`config.mk`:
```
export PLATFORM = sky130hd
export DESIGN_NAME = sexpr_token_lexer_unit
export DESIGN_NICKNAME = d
export VERILOG_FILES = /design/src/rtl/sxl_pkg.sv /design/src/rtl/sxl_step.sv /design/src/rtl/sxl_res_fifo.sv /design/src/rtl/sexpr_token_lexer_unit.sv
export SDC_FILE = /design/constraint.sdc
export NUM_CORES = 1
export LEC_CHECK = 0
export BUFFER_PORTS_ARGS = -buffer_cell sky130_fd_sc_hd__buf_4
export CELL_PAD_IN_SITES_DETAIL_PLACEMENT = 1
export CELL_PAD_IN_SITES_GLOBAL_PLACEMENT = 2
export CORE_MARGIN = 2
export CORE_UTILIZATION = 40
export DETAILED_ROUTE_END_ITERATION = 7
export GPL_TIMING_DRIVEN = 0
export PLACE_DENSITY = 0.81
export SYNTH_ARGS = -nofsm -noshare
export SYNTH_HDL_FRONTEND = slang
export SYNTH_SLANG_ARGS = --single-unit
```
`constraint.sdc`:
```
create_clock -name i_clk -period 6.8 [get_ports i_clk]
set_clock_uncertainty 0.15 [all_clocks]
set_input_delay 0.34 -clock i_clk [delete_from_list [all_inputs] [get_ports i_clk]]
set_output_delay 0.34 -clock i_clk [all_outputs]
set_load 0.05 [all_outputs]
```
`src/rtl/sxl_pkg.sv`:
```
`default_nettype none
// ----------------------------------------------------------------------------
// sxl_pkg: shared types and constants of the s-expression token lexer
// Lexer modes, token kinds, result record layout and character classes.
// ----------------------------------------------------------------------------
package sxl_pkg;

    // lexer mode held between characters
    typedef enum logic [2:0] {
        MODE_IDLE  = 3'd0,
        MODE_STR   = 3'd1,
        MODE_SYM   = 3'd2,
        MODE_NUM   = 3'd3,
        MODE_PLUS  = 3'd4,
        MODE_MINUS = 3'd5
    } t_mode;

    // token kind codes on the result port
    typedef enum logic [3:0] {
        KIND_EOF      = 4'd0,
        KIND_STRING   = 4'd1,
        KIND_QUOTE    = 4'd2,
        KIND_LPAREN   = 4'd3,
        KIND_RPAREN   = 4'd4,
        KIND_STAR     = 4'd5,
        KIND_PLUS     = 4'd6,
        KIND_MINUS    = 4'd7,
        KIND_DOT      = 4'd8,
        KIND_SLASH    = 4'd9,
        KIND_NUMBER   = 4'd10,
        KIND_SYMBOL   = 4'd11,
        KIND_UNDEF    = 4'd12,
        KIND_UNCLOSED = 4'd13
    } t_kind;

    // one result record
    typedef struct packed {
        t_kind              kind;
        logic               carries;
        logic [7:0]         text;
        logic               done;
        logic signed [31:0] value;
        logic               last;
    } t_rec;

    // saturation limit of the number magnitude
    localparam logic [30:0] MAG_MAX = 31'h7FFF_FFFF;

    // result queue depth
    localparam int unsigned QDEPTH = 4;
    localparam int unsigned QPTR_W = $clog2(QDEPTH);
    localparam int unsigned QCNT_W = $clog2(QDEPTH + 1);

    // punctuation characters
    localparam logic [7:0] CH_DQUOTE = 8'h22;
    localparam logic [7:0] CH_SQUOTE = 8'h27;
    localparam logic [7:0] CH_LPAREN = 8'h28;
    localparam logic [7:0] CH_RPAREN = 8'h29;
    localparam logic [7:0] CH_STAR   = 8'h2A;
    localparam logic [7:0] CH_PLUS   = 8'h2B;
    localparam logic [7:0] CH_MINUS  = 8'h2D;
    localparam logic [7:0] CH_DOT    = 8'h2E;
    localparam logic [7:0] CH_SLASH  = 8'h2F;

    function automatic logic is_digit(input logic [7:0] c);
        return (c >= 8'h30) && (c <= 8'h39);
    endfunction

    function automatic logic is_alpha(input logic [7:0] c);
        return ((c >= 8'h41) && (c <= 8'h5A)) || ((c >= 8'h61) && (c <= 8'h7A));
    endfunction

    function automatic logic is_space(input logic [7:0] c);
        return (c == 8'h20) || ((c >= 8'h09) && (c <= 8'h0D));
    endfunction

    // build a record with the last flag clear
    function automatic t_rec mk_rec(input t_kind k, input logic carries,
                                    input logic [7:0] text,
                                    input logic signed [31:0] value);
        t_rec r;
        r.kind    = k;
        r.carries = carries;
        r.text    = carries ? text : 8'd0;
        r.done    = ~carries;
        r.value   = value;
        r.last    = 1'b0;
        return r;
    endfunction

endpackage
`default_nettype wire

```
`src/rtl/sxl_step.sv`:
```
`default_nettype none
// ----------------------------------------------------------------------------
// sxl_step: lexer step logic
// Given the held mode, number magnitude and sign plus one input character,
// forms the next state and up to two result records.
// ----------------------------------------------------------------------------
module sxl_step (
    input  var sxl_pkg::t_mode i_mode,
    input  var logic [30:0]    i_accum,
    input  var logic           i_neg,
    input  var logic [7:0]     i_ch,
    input  var logic           i_eoi,
    output sxl_pkg::t_mode     o_mode,
    output logic [30:0]        o_accum,
    output logic               o_neg,
    output sxl_pkg::t_rec      o_rec0,
    output sxl_pkg::t_rec      o_rec1,
    output logic [1:0]         o_res_n
);
    import sxl_pkg::*;

    logic               close_v;
    t_rec               close_r;
    logic               idle_v;
    t_rec               idle_r;
    t_mode              idle_mode;
    logic [30:0]        idle_accum;
    logic               idle_neg;
    logic               a_v;
    t_rec               a_r;
    logic               b_v;
    t_rec               b_r;
    logic [34:0]        prod;
    logic signed [31:0] num_val;

    // signed value of the pending number
    assign num_val = i_neg ? -$signed({1'b0, i_accum}) : $signed({1'b0, i_accum});

    // accumulate one more decimal digit
    assign prod = ({4'd0, i_accum} << 3) + ({4'd0, i_accum} << 1) + {31'd0, i_ch[3:0]};

    // token that closes the pending number, symbol or sign
    always_comb begin
        close_v = 1'b1;
        close_r = mk_rec(KIND_SYMBOL, 1'b0, 8'd0, 32'sd0);
        case (i_mode)
            MODE_SYM:   close_r = mk_rec(KIND_SYMBOL, 1'b0, 8'd0, 32'sd0);
            MODE_PLUS:  close_r = mk_rec(KIND_PLUS, 1'b0, 8'd0, 32'sd0);
            MODE_MINUS: close_r = mk_rec(KIND_MINUS, 1'b0, 8'd0, 32'sd0);
            MODE_NUM:   close_r = mk_rec(KIND_NUMBER, 1'b0, 8'd0, num_val);
            default:    close_v = 1'b0;
        endcase
    end

    // character lexed from the idle mode
    always_comb begin
        idle_v     = 1'b1;
        idle_mode  = MODE_IDLE;
        idle_accum = 31'd0;
        idle_neg   = 1'b0;
        idle_r     = mk_rec(KIND_UNDEF, 1'b0, 8'd0, 32'sd0);
        if (is_space(i_ch)) begin
            idle_v = 1'b0;
        end else begin
            case (i_ch)
                CH_DQUOTE: begin
                    idle_v    = 1'b0;
                    idle_mode = MODE_STR;
                end
                CH_SQUOTE: idle_r = mk_rec(KIND_QUOTE, 1'b0, 8'd0, 32'sd0);
                CH_LPAREN: idle_r = mk_rec(KIND_LPAREN, 1'b0, 8'd0, 32'sd0);
                CH_RPAREN: idle_r = mk_rec(KIND_RPAREN, 1'b0, 8'd0, 32'sd0);
                CH_STAR:   idle_r = mk_rec(KIND_STAR, 1'b0, 8'd0, 32'sd0);
                CH_DOT:    idle_r = mk_rec(KIND_DOT, 1'b0, 8'd0, 32'sd0);
                CH_SLASH:  idle_r = mk_rec(KIND_SLASH, 1'b0, 8'd0, 32'sd0);
                CH_PLUS: begin
                    idle_v    = 1'b0;
                    idle_mode = MODE_PLUS;
                end
                CH_MINUS: begin
                    idle_v    = 1'b0;
                    idle_mode = MODE_MINUS;
                end
                default: begin
                    if (is_digit(i_ch)) begin
                        idle_v     = 1'b0;
                        idle_mode  = MODE_NUM;
                        idle_accum = {27'd0, i_ch[3:0]};
                    end else if (is_alpha(i_ch)) begin
                        idle_mode = MODE_SYM;
                        idle_r    = mk_rec(KIND_SYMBOL, 1'b1, i_ch, 32'sd0);
                    end
                end
            endcase
        end
    end

    // mode dispatch: records a then b, in output order
    always_comb begin
        o_mode  = i_mode;
        o_accum = i_accum;
        o_neg   = i_neg;
        a_v     = 1'b0;
        a_r     = close_r;
        b_v     = 1'b0;
        b_r     = idle_r;
        if (i_eoi) begin
            o_mode  = MODE_IDLE;
            o_accum = 31'd0;
            o_neg   = 1'b0;
            b_v     = 1'b1;
            if (i_mode == MODE_STR) begin
                b_r = mk_rec(KIND_UNCLOSED, 1'b0, 8'd0, 32'sd0);
            end else begin
                a_v = close_v;
                b_r = mk_rec(KIND_EOF, 1'b0, 8'd0, 32'sd0);
            end
        end else if (i_mode == MODE_STR) begin
            b_v = 1'b1;
            if (i_ch == CH_DQUOTE) begin
                o_mode = MODE_IDLE;
                b_r    = mk_rec(KIND_STRING, 1'b0, 8'd0, 32'sd0);
            end else begin
                b_r = mk_rec(KIND_STRING, 1'b1, i_ch, 32'sd0);
            end
        end else if (i_mode == MODE_SYM &&
                     (is_alpha(i_ch) || is_digit(i_ch) || i_ch == CH_MINUS)) begin
            b_v = 1'b1;
            b_r = mk_rec(KIND_SYMBOL, 1'b1, i_ch, 32'sd0);
        end else if (i_mode == MODE_NUM && is_digit(i_ch)) begin
            o_accum = (prod > {4'd0, MAG_MAX}) ? MAG_MAX : prod[30:0];
        end else if ((i_mode == MODE_PLUS || i_mode == MODE_MINUS) && is_digit(i_ch)) begin
            o_mode  = MODE_NUM;
            o_accum = {27'd0, i_ch[3:0]};
            o_neg   = (i_mode == MODE_MINUS);
        end else begin
            // close any pending token, then lex the character from idle
            a_v     = close_v;
            b_v     = idle_v;
            o_mode  = idle_mode;
            o_accum = idle_accum;
            o_neg   = idle_neg;
        end
    end

    // pack the records and flag the last one
    always_comb begin
        o_rec0  = a_v ? a_r : b_r;
        o_rec1  = b_r;
        o_res_n = {1'b0, a_v} + {1'b0, b_v};
        if (a_v && b_v) begin
            o_rec1.last = 1'b1;
        end else begin
            o_rec0.last = 1'b1;
        end
    end

endmodule
`default_nettype wire

```
`src/rtl/sxl_res_fifo.sv`:
```
`default_nettype none
// ----------------------------------------------------------------------------
// sxl_res_fifo: result record queue
// Small register queue that takes up to two records a cycle and gives one.
// ----------------------------------------------------------------------------
module sxl_res_fifo (
    input  var logic                    i_clk,
    input  var logic                    i_rst_n,
    input  var logic [1:0]              i_push_n,
    input  var sxl_pkg::t_rec           i_rec0,
    input  var sxl_pkg::t_rec           i_rec1,
    input  var logic                    i_pop,
    output sxl_pkg::t_rec               o_head,
    output logic [sxl_pkg::QCNT_W-1:0]  o_count
);
    import sxl_pkg::*;

    t_rec              r_mem [QDEPTH];
    logic [QPTR_W-1:0] r_wr_ptr;
    logic [QPTR_W-1:0] n_wr_ptr;
    logic [QPTR_W-1:0] r_rd_ptr;
    logic [QPTR_W-1:0] n_rd_ptr;
    logic [QCNT_W-1:0] r_count;
    logic [QCNT_W-1:0] n_count;
    logic [QPTR_W-1:0] wr_ptr1;

    assign wr_ptr1 = r_wr_ptr + QPTR_W'(1);
    assign o_head  = r_mem[r_rd_ptr];
    assign o_count = r_count;

    // pointer and count update
    always_comb begin
        n_wr_ptr = r_wr_ptr + QPTR_W'(i_push_n);
        n_rd_ptr = r_rd_ptr + QPTR_W'(i_pop);
        n_count  = r_count + QCNT_W'(i_push_n) - QCNT_W'(i_pop);
    end

    always_ff @(posedge i_clk) begin
        if (!i_rst_n) begin
            r_wr_ptr <= '0;
            r_rd_ptr <= '0;
            r_count  <= '0;
        end else begin
            r_wr_ptr <= n_wr_ptr;
            r_rd_ptr <= n_rd_ptr;
            r_count  <= n_count;
        end
    end

    // record storage
    always_ff @(posedge i_clk) begin
        if (i_push_n != 2'd0) begin
            r_mem[r_wr_ptr] <= i_rec0;
        end
        if (i_push_n == 2'd2) begin
            r_mem[wr_ptr1] <= i_rec1;
        end
    end

endmodule
`default_nettype wire

```
`src/rtl/sexpr_token_lexer_unit.sv`:
```
`default_nettype none
// ----------------------------------------------------------------------------
// sexpr_token_lexer_unit: s-expression tokenizer
// One character request per cycle, while the queue has room, into an input register; the step logic
// forms up to two token records that go into a four-entry result queue.
// ----------------------------------------------------------------------------
// An input request passes the input register and then the result queue to the outputs.
// Throughput: one character per cycle while each gives at most one result
// and results are taken; output is one record per cycle, set by the queue.
// Reset: synchronous active-low i_rst_n clears mode, number, input register
// and queue; the block is ready in the first cycle after reset.
module sexpr_token_lexer_unit (
    input  var logic               i_clk,
    input  var logic               i_rst_n,
    input  var logic               i_valid,
    output logic                   o_ready,
    input  var logic [7:0]         i_char_in,
    input  var logic               i_end_marker,
    output logic                   o_valid,
    input  var logic               i_ready,
    output logic [3:0]             o_token_kind,
    output logic                   o_carries_char,
    output logic [7:0]             o_text_char,
    output logic                   o_token_done,
    output logic signed [31:0]     o_number_value,
    output logic                   o_last_of_run
);
    import sxl_pkg::*;

    logic              r_in_valid;
    logic              n_in_valid;
    logic [7:0]        r_char;
    logic              r_end;
    t_mode             r_mode;
    t_mode             n_mode;
    logic [30:0]       r_accum;
    logic [30:0]       n_accum;
    logic              r_neg;
    logic              n_neg;
    t_rec              rec0;
    t_rec              rec1;
    logic [1:0]        n_res;
    logic              fire;
    logic              pop;
    logic [QCNT_W-1:0] q_count;
    t_rec              head;

    // lexer step on the registered character
    sxl_step u_step (
        .i_mode  (r_mode),
        .i_accum (r_accum),
        .i_neg   (r_neg),
        .i_ch    (r_char),
        .i_eoi   (r_end),
        .o_mode  (n_mode),
        .o_accum (n_accum),
        .o_neg   (n_neg),
        .o_rec0  (rec0),
        .o_rec1  (rec1),
        .o_res_n (n_res)
    );

    // step fires once the queue has room for all its records
    assign fire = r_in_valid &&
                  ({1'b0, q_count} + (QCNT_W + 1)'(n_res) <= (QCNT_W + 1)'(QDEPTH));
    assign o_ready = !r_in_valid || fire;
    assign pop     = o_valid && i_ready;

    sxl_res_fifo u_fifo (
        .i_clk    (i_clk),
        .i_rst_n  (i_rst_n),
        .i_push_n (fire ? n_res : 2'd0),
        .i_rec0   (rec0),
        .i_rec1   (rec1),
        .i_pop    (pop),
        .o_head   (head),
        .o_count  (q_count)
    );

    // input register control
    always_comb begin
        n_in_valid = r_in_valid;
        if (i_valid && o_ready) begin
            n_in_valid = 1'b1;
        end else if (fire) begin
            n_in_valid = 1'b0;
        end
    end

    always_ff @(posedge i_clk) begin
        if (!i_rst_n) begin
            r_in_valid <= 1'b0;
            r_mode     <= MODE_IDLE;
            r_accum    <= 31'd0;
            r_neg      <= 1'b0;
        end else begin
            r_in_valid <= n_in_valid;
            if (fire) begin
                r_mode  <= n_mode;
                r_accum <= n_accum;
                r_neg   <= n_neg;
            end
        end
    end

    // input payload
    always_ff @(posedge i_clk) begin
        if (i_valid && o_ready) begin
            r_char <= i_char_in;
            r_end  <= i_end_marker;
        end
    end

    // result outputs from the queue head
    assign o_valid        = (q_count != '0);
    assign o_token_kind   = head.kind;
    assign o_carries_char = head.carries;
    assign o_text_char    = head.text;
    assign o_token_done   = head.done;
    assign o_number_value = head.value;
    assign o_last_of_run  = head.last;

endmodule
`default_nettype wire

```
## Word level (Yosys, flattened, before mapping)

Memory sizes are Yosys's and may differ from the RTL's. A register that Yosys moved wholly into a read port is not among the register bits.
Cells that the tools add are included.

| storage, ports and cells | value |
|---|---|
| flip-flop bits (word level) | 52 |
| logic and storage cells | 141 |
| latch bits | 0 |
| memories | 1 |
| memory bits (read-only) | 0 |
| memory bits (writable) | 188 |

Memories:

| memory | words | width | rd ports | clocked after memory_dff | write ports | line | RTL |
|---|---|---|---|---|---|---|---|
| u_fifo.r_mem | 4 | 47 | 1 | 1 | 2 | sxl_res_fifo.sv:18 | `t_rec r_mem [QDEPTH];` |

| cells by class | value |
|---|---|
| reductions and logical operators | 28 |
| muxes and demuxes | 61 |
| bitwise operators | 0 |
| $mul | 0 |
| equality and inequality tests | 22 |
| order comparisons | 10 |
| shift-type cells | 0 |
| add/sub/neg operators | 10 |
| div/mod/pow operators | 0 |

Operators by type and width:

| cell | number |
|---|---|
| $mux 47 | 7 |
| $pmux 47 s7 | 1 |
| $mux 31 | 8 |
| $pmux 47 s3 | 1 |
| $eq 8x6->1 const B | 10 |
| $mux 46 | 1 |
| $mux 43 | 1 |
| $add 34x32->35 | 1 |
| $add 35x4->35 | 1 |
| $gt 35x31->1 const B | 1 |
| $mux 32 | 1 |
| $neg 31->32 | 1 |
| $mux 1 | 27 |
| $mux 3 | 8 |
| $ge 8x7->1 const B | 2 |
| $le 8x7->1 const B | 2 |
| $pmux 3 s4 | 1 |
| $logic_and 1x1->1 | 11 |
| $reduce_or 9->1 | 1 |
| $ge 8x4->1 const B | 1 |
| $ge 8x6->1 const B | 1 |
| $le 8x4->1 const B | 1 |
| $le 8x6->1 const B | 1 |
| $reduce_and 4->1 | 2 |
| 26 further kinds | 39 |

## Longest topological paths before layout

| depth | value |
|---|---|
| word-level depth | 18 |
| gate-level depth with buffers | 26 |

## By module

A second synthesis with hierarchy kept.

| unflattened totals | value |
|---|---|
| cell total of the unflattened synthesis | 1410 |
| area total of the unflattened synthesis | 16154.2 sq um |

By module, submodules not included:

| module | cells each | area each (sq um) | instances | sequential area each (sq um) |
|---|---|---|---|---|
| sxl_res_fifo | 493 | 9519.1 | 1 | 5785.5 |
| sxl_step | 731 | 4737.0 | 1 | 0.0 |
| sexpr_token_lexer_unit | 186 | 1898.1 | 1 | 991.0 |

## Worst setup path before layout

No wires, ideal clock.

| timing path | value |
|---|---|
| path kind | reg2reg |
| from | register r_char[2] |
| to | register u_fifo.r_count[2] (netlist: u_fifo.o_count[2]) |
| arrival time | 4.528 ns |
| stages on the path, launching flop included | 23 |
| clock period less this slack | 4.805 ns |
| buffers on the path | 2 |
| setup slack | 1.995 ns |
| required time | 6.522 ns |
| setup time | 0.128 ns |
| cell sequence | edfxtp_1 -> buf_2 -> a21o_1 -> a221oi_1 -> o31ai_1 -> a21oi_1 -> nor2_1 -> buf_2 -> ha_1 -> ha_1 -> ha_1 -> o21ai_0 -> nand3_2 -> nor2_1 -> inv_1 -> ha_1 -> inv_1 -> ha_1 -> inv_1 -> fa_1 -> xnor2_1 -> xnor2_1 -> nor2_1 |

| between the ends | value |
|---|---|
| word-level cells in the longest chain between the ends | 17 |

RTL lines:

| element | line | RTL |
|---|---|---|
| start: declaration | sexpr_token_lexer_unit.sv:32 | `logic [7:0] r_char;` |
| start signal: assignment | sexpr_token_lexer_unit.sv:109 | `r_char <= i_char_in;` |
| $ge 8x6->1 or $le 8x6->1 (tied branches) | sxl_pkg.sv:66 | `return (c >= 8'h30) && (c <= 8'h39);` |
| $logic_and 1x1->1 | sxl_pkg.sv:66 |  |
| $mux 1 | sxl_step.sv:85 | `if (is_digit(i_ch)) begin` |
| $pmux 1 s2 | sxl_step.sv:65 | `case (i_ch)` |
| $mux 1 | sxl_step.sv:62 | `if (is_space(i_ch)) begin` |
| $mux 1 | sxl_step.sv:132 | `end else if ((i_mode == MODE_PLUS \|\| i_mode == MODE_MINUS) && is_digit(i_ch)) begin` |
| $mux 1 | sxl_step.sv:130 | `end else if (i_mode == MODE_NUM && is_digit(i_ch)) begin` |
| $mux 1 | sxl_step.sv:126 | `end else if (i_mode == MODE_SYM &&` |
| $mux 1 | sxl_step.sv:118 | `end else if (i_mode == MODE_STR) begin` |
| $mux 1 | sxl_step.sv:107 | `if (i_eoi) begin` |
| $add 1x1->2 (*) | sxl_step.sv:150 | `o_res_n = {1'b0, a_v} + {1'b0, b_v};` |
| $add 3x2->4 | sexpr_token_lexer_unit.sv:65 | `({1'b0, q_count} + (QCNT_W + 1)'(n_res) <= (QCNT_W + 1)'(QDEPTH));` |
| $le 4x3->1 | sexpr_token_lexer_unit.sv:65 |  |
| $logic_and 1x1->1 | sexpr_token_lexer_unit.sv:64 | `assign fire = r_in_valid &&` |
| $mux 2 (*) | sexpr_token_lexer_unit.sv:72 | `.i_push_n (fire ? n_res : 2'd0),` |
| $add 3x2->3 (*) | sxl_res_fifo.sv:35 | `n_count = r_count + QCNT_W'(i_push_n) - QCNT_W'(i_pop);` |
| $sub 3x1->3 (*) | sxl_res_fifo.sv:35 |  |
| end signal: assignment | sxl_res_fifo.sv:46 | `r_count <= n_count;` |
| end: declaration | sxl_res_fifo.sv:23 | `logic [QCNT_W-1:0] r_count;` |

Mark *: on every way between the ends. The rest lies on a longest branch, timed or not.
A chain may end at the register's enable or synchronous reset.

==> flow_results.org <==
** Synthesis
- Among all flip-flop cells after synthesis, the most frequent one is sky130_fd_sc_hd__dfxtp_1.
- Area of the mapped netlist :: around 0.013 mm^2
- Summing the areas of all fa, ha and maj instances in the mapped netlist gives under 10% of the synthesized area.
- Post-synthesis mux area share :: between 8 and 9%
- By area the synthesized netlist is led by sky130_fd_sc_hd__dfxtp_1 (26%), sky130_fd_sc_hd__edfxtp_1 (16%), sky130_fd_sc_hd__mux4_2 (8.0%).
- Of the post-synthesis cell area, the dominant cell type holds 25.9%.
- Post-synth EDFFs :: 69
- Synthesized instance count :: 1,379
- The most common cell in the synthesized netlist is sky130_fd_sc_hd__o21ai_0.
- Counting flops with an async set or reset pin after synthesis yields a share of 0%.
- Most used standard cells in the synthesized netlist :: sky130_fd_sc_hd__o21ai_0 (174), sky130_fd_sc_hd__dfxtp_1 (171), sky130_fd_sc_hd__nand3_1 (124)
- Compound-Gate Fraction of Synth Area :: 19.0%
- Register area share after synthesis :: 41.6%
- Of the total synthesized cell area, the portion taken by XOR and XNOR cells is under 10%.
- Each instance of the synthesized netlist takes up on average approximately 9.6 um^2.
- During synthesis, Yosys emitted a total of 0 warnings.
- The number of nets handed over by synthesis was 1,466.
- The synthesized design contains 240 register bits.
- After Yosys synthesis, and, or, nand and nor cells account for 16.2% of the synthesized area.
- By area, the combinational part of the netlist is dominated by compound AO/OA/AOI/OAI gates.
- Distinct cells, synth :: 67
- Cell type contributing the most total cell area after synthesis :: sky130_fd_sc_hd__dfxtp_1

** Power
- Cell leakage power :: about 0.0057 uW
- Peak ir drop on the vdd network :: roughly 0.00015 V
- Dividing total power by cell area gives a power density of between 200 and 250 mW/mm^2.

** CTS
- TritonCTS built the clock tree.
- Counting every sink on the clock net gives 240.
- CTS root buffer :: sky130_fd_sc_hd__clkbuf_16
- Once the clock tree was built, the setup fixing pass inserted 0 buffers.
- In this run, CTS created clock tree buffers numbering 27.
- CTS built an H-tree with a depth of 1.
- Clk_lat worst skew :: between 0.5 and 0.6 ns
- Number of buffers between clock root and the deepest sink :: 3
- Clock input transition at the sequential cells of the worst setup and hold paths :: 0.06 ns

** Global route
- Remaining global-route overflow :: 0
- Number of antenna violations at the first check in global routing :: 0
- Entering global routing, the biggest net connects 16 pins.
- Number of global-route vias before repair :: 11,647
- For this run, the total global-route usage over all layers was measured as approximately 25%.
- The first global-routing pass estimated ~66,000 um of wire.

** STA
- Slew Viols, Final :: 0
- Maximum clock rate :: 157 MHz
- Setup repair after global routing missed its margin :: no
- On the final layout, the worst hold slack is around 0.21 ns.
- Transition at the pin with the smallest max-transition slack :: around 1.1 ns
- The final hold violation count was 0.
- Final sum of negative setup slack :: 0 ns
- Finish-stage setup viols :: 0
- Post-layout min period :: ~6.4 ns
- Max_slew headroom :: between 20% and 30%
- After layout, the worst path uses between 90% and 100% of the clock period.

** Place
- The placed instances occupy a cell area of 0.0142 mm^2.
- Post-detailed-placement half-perimeter wirelength :: approximately 32,000 um
- The number of placed instances, taps included, is 1,882.
- Global placer's final weighted congestion :: approximately 0.9
- Count of input and output buffers :: approximately 60

** Setup path
- Type of element launching the critical path :: flip-flop
- STA puts the critical path data required time at between 6 and 7 ns.
- Crit Path Max Fanout :: 15
- Setup crit end kind :: flip-flop
- For flop-to-flop paths, the worst setup slack is slightly above 0.4 ns.
- Worst R2R End :: u_fifo.r_mem[3][46]
- Worst Path Arrival :: roughly 6.4 ns
- In this run the critical register-to-register path is launched from r_char[2].
- R2r worst-path depth :: 16
- Critical path type :: flip-flop to flip-flop

** Detailed routing
- The detail route stage leaves a number of antenna-violating nets equal to 0.
- Via density :: between 5 and 6
- Summed over all layers, the routed wires come to 42,600 um.
- Via count :: 11,326
- Dividing the detail-routed wire length by the instance count gives ~22 um.
- The first detailed-routing pass took 5 iterations.
- First-iteration detailed-routing DRC count :: around 730
- In the routed design, unresolved DRC markers number 0.

** Finish
- In the final layout, the share of cells above drive strength 1 is between 10% and 20%.
- Excluding fillers, the count of instances in the completed layout stands at around 2,000.
- Net count reported at finish :: between 1,500 and 2,000
- Area delta synth->final :: 15.1%
- Area of all placed cells without fillers :: ~0.015 mm^2
- Diode count :: 0

** Min path
- In this run the most critical hold path is launched from i_ready.
- Destination of the worst hold path :: u_fifo.r_rd_ptr[0]
- Worst Hold Path Cells :: 4
- Worst min-delay path category :: primary input to flip-flop

** Floorplan
- Row generation in the floorplan step produced between 60 and 70 rows.
- Initial cell density of the core :: 40.6%
- Die extent in y :: 186 um
- The core region is between 0.03 and 0.04 mm^2.
- Floorplan die area :: approximately 0.034 mm^2
- Count of boundary I/O pins :: 62
- Horizontal extent of the die :: ~190 um

** Job
- Max-cap violations in this run came to 0.

** Outcome
- Status :: completed
## cells by family (layout without fill, tap and decap cells)
| family | Yosys count | after routing |
|---|---|---|
| adders and majority gates | 74 | 74 |
| buffers and inverters | 122 | 243 |
| and+or+nand+nor | 434 | 434 |
| DFF | 240 | 240 |
| AOI/OAI and AO/OA | 399 | 399 |
| xor gates and xnor gates | 63 | 63 |
| muxes | 47 | 47 |
## flip-flops by register name (all words and copies together) (netlist names)
name and flops:
u_fifo.r_mem 188, r_accum 31, r_char 8, r_mode 3, u_fifo.o_count 3, u_fifo.r_rd_ptr 2, u_fifo.r_wr_ptr 2, r_end 1
r_in_valid 1, r_neg 1
## through the flow
stage,total power (uW),util (%),setup WS [ns]
4_1_cts,3780,46.7,0.127
6_report,3750,46.7,0.415
3_5_place_dp,2400,43.7,-0.276
2_1_floorplan,2140,-,1.99
3_3_place_gp,2380,43.7,-0.282
5_1_grt,3890,46.7,0.0227
## cell usage in the layout (no fill, tap or decap), types with 5 or more instances in the layout
cell	n
sky130_fd_sc_hd__buf_4	64
sky130_fd_sc_hd__dfxtp_1	171
sky130_fd_sc_hd__a21oi_1	77
sky130_fd_sc_hd__nor3_1	11
sky130_fd_sc_hd__a311oi_1	7
sky130_fd_sc_hd__o211ai_1	7
sky130_fd_sc_hd__nor2b_1	9
sky130_fd_sc_hd__a221oi_1	5
sky130_fd_sc_hd__a211oi_1	13
sky130_fd_sc_hd__buf_1	8
sky130_fd_sc_hd__a21o_1	11
sky130_fd_sc_hd__clkbuf_1	73
sky130_fd_sc_hd__edfxtp_1	69
sky130_fd_sc_hd__nand3_1	124
sky130_fd_sc_hd__o21ai_0	174
sky130_fd_sc_hd__a22o_1	22
sky130_fd_sc_hd__clkinv_2	6
sky130_fd_sc_hd__buf_2	12
sky130_fd_sc_hd__dlygate4sd3_1	11
sky130_fd_sc_hd__o31ai_1	8
sky130_fd_sc_hd__clkbuf_16	27
sky130_fd_sc_hd__or4_1	5
sky130_fd_sc_hd__and3_1	20
sky130_fd_sc_hd__xor2_1	25
sky130_fd_sc_hd__mux4_2	47
sky130_fd_sc_hd__or3_1	10
sky130_fd_sc_hd__nor4_1	5
sky130_fd_sc_hd__nand4_1	11
sky130_fd_sc_hd__o2bb2ai_1	6
sky130_fd_sc_hd__nor2_1	81
sky130_fd_sc_hd__inv_1	24
sky130_fd_sc_hd__nand2b_1	10
sky130_fd_sc_hd__a22oi_1	13
sky130_fd_sc_hd__nand2_1	105
sky130_fd_sc_hd__ha_1	71
sky130_fd_sc_hd__a211oi_2	8
sky130_fd_sc_hd__o41ai_1	8
sky130_fd_sc_hd__xnor2_1	38
sky130_fd_sc_hd__o22ai_1	7
sky130_fd_sc_hd__and2_1	17
## worst max-delay path by stage
stage | to | startpoint | cells past startpoint | slack [ns]
after floorplan | u_fifo.o_count[2] | r_char[2] | 22 | 1.99
after global placement | u_fifo.r_mem[2][0] | r_char[2] | 15 | -0.28
after detailed placement | u_fifo.r_mem[2][46] | r_char[2] | 15 | -0.28
after CTS | u_fifo.r_mem[1][36] | r_char[2] | 19 | 0.13
after global routing | u_fifo.r_mem[3][46] | r_char[2] | 16 | 0.02
final | u_fifo.r_mem[3][46] | r_char[2] | 16 | 0.42
## critical path, stage by stage (launching register included)
cell,delay [ns]
sky130_fd_sc_hd__edfxtp_1,0.50
sky130_fd_sc_hd__nor3_1,0.50
sky130_fd_sc_hd__a221oi_1,0.21
sky130_fd_sc_hd__o31ai_1,0.40
sky130_fd_sc_hd__a21oi_2,0.21
sky130_fd_sc_hd__nor2_1,0.36
sky130_fd_sc_hd__buf_2,0.34
sky130_fd_sc_hd__ha_1,0.36
sky130_fd_sc_hd__ha_1,0.25
sky130_fd_sc_hd__ha_1,0.28
sky130_fd_sc_hd__o21ai_0,0.36
sky130_fd_sc_hd__and3_1,0.22
sky130_fd_sc_hd__clkbuf_1,0.40
sky130_fd_sc_hd__and3_1,0.24
sky130_fd_sc_hd__clkbuf_1,0.38
sky130_fd_sc_hd__nor2_2,0.25
sky130_fd_sc_hd__inv_1,0.60
## repair_timing
action                                 4_1_cts  5_1_grt
gates resized for setup                      5        4
setup endpoints to repair                   60       85
hold buffers                                11        0
endpoints found under the hold margin       13        0
## where the power goes
group	internal [uW]	switching, uW	leakage, uW
combinational	270	538	0.00325
clock	778	607	0.000410
sequential	1520	40.6	0.00199
## cell type report
type / instances / area, um^2
plain buffers: 96 / 419
multi-input cells: 1017 / 7230
clock buffers: 37 / 753
well taps: 442 / 553
clock inverters: 12 / 80.1
fillers: 3793 / 17300
repair buffers: 72 / 568
inverters: 26 / 101
flip-flops and latches: 240 / 5500
## per-layer routing
layer	GRT usage, %	wire length [um]	vias to the layer above
met5	0	0	-
met4	6.20	1040	0
met3	2.39	1680	63
met2	43.2	20500	212
met1	33.1	19400	5700
li1	-	-	5351
No activity file was read; power rests on OpenSTA's default activity.
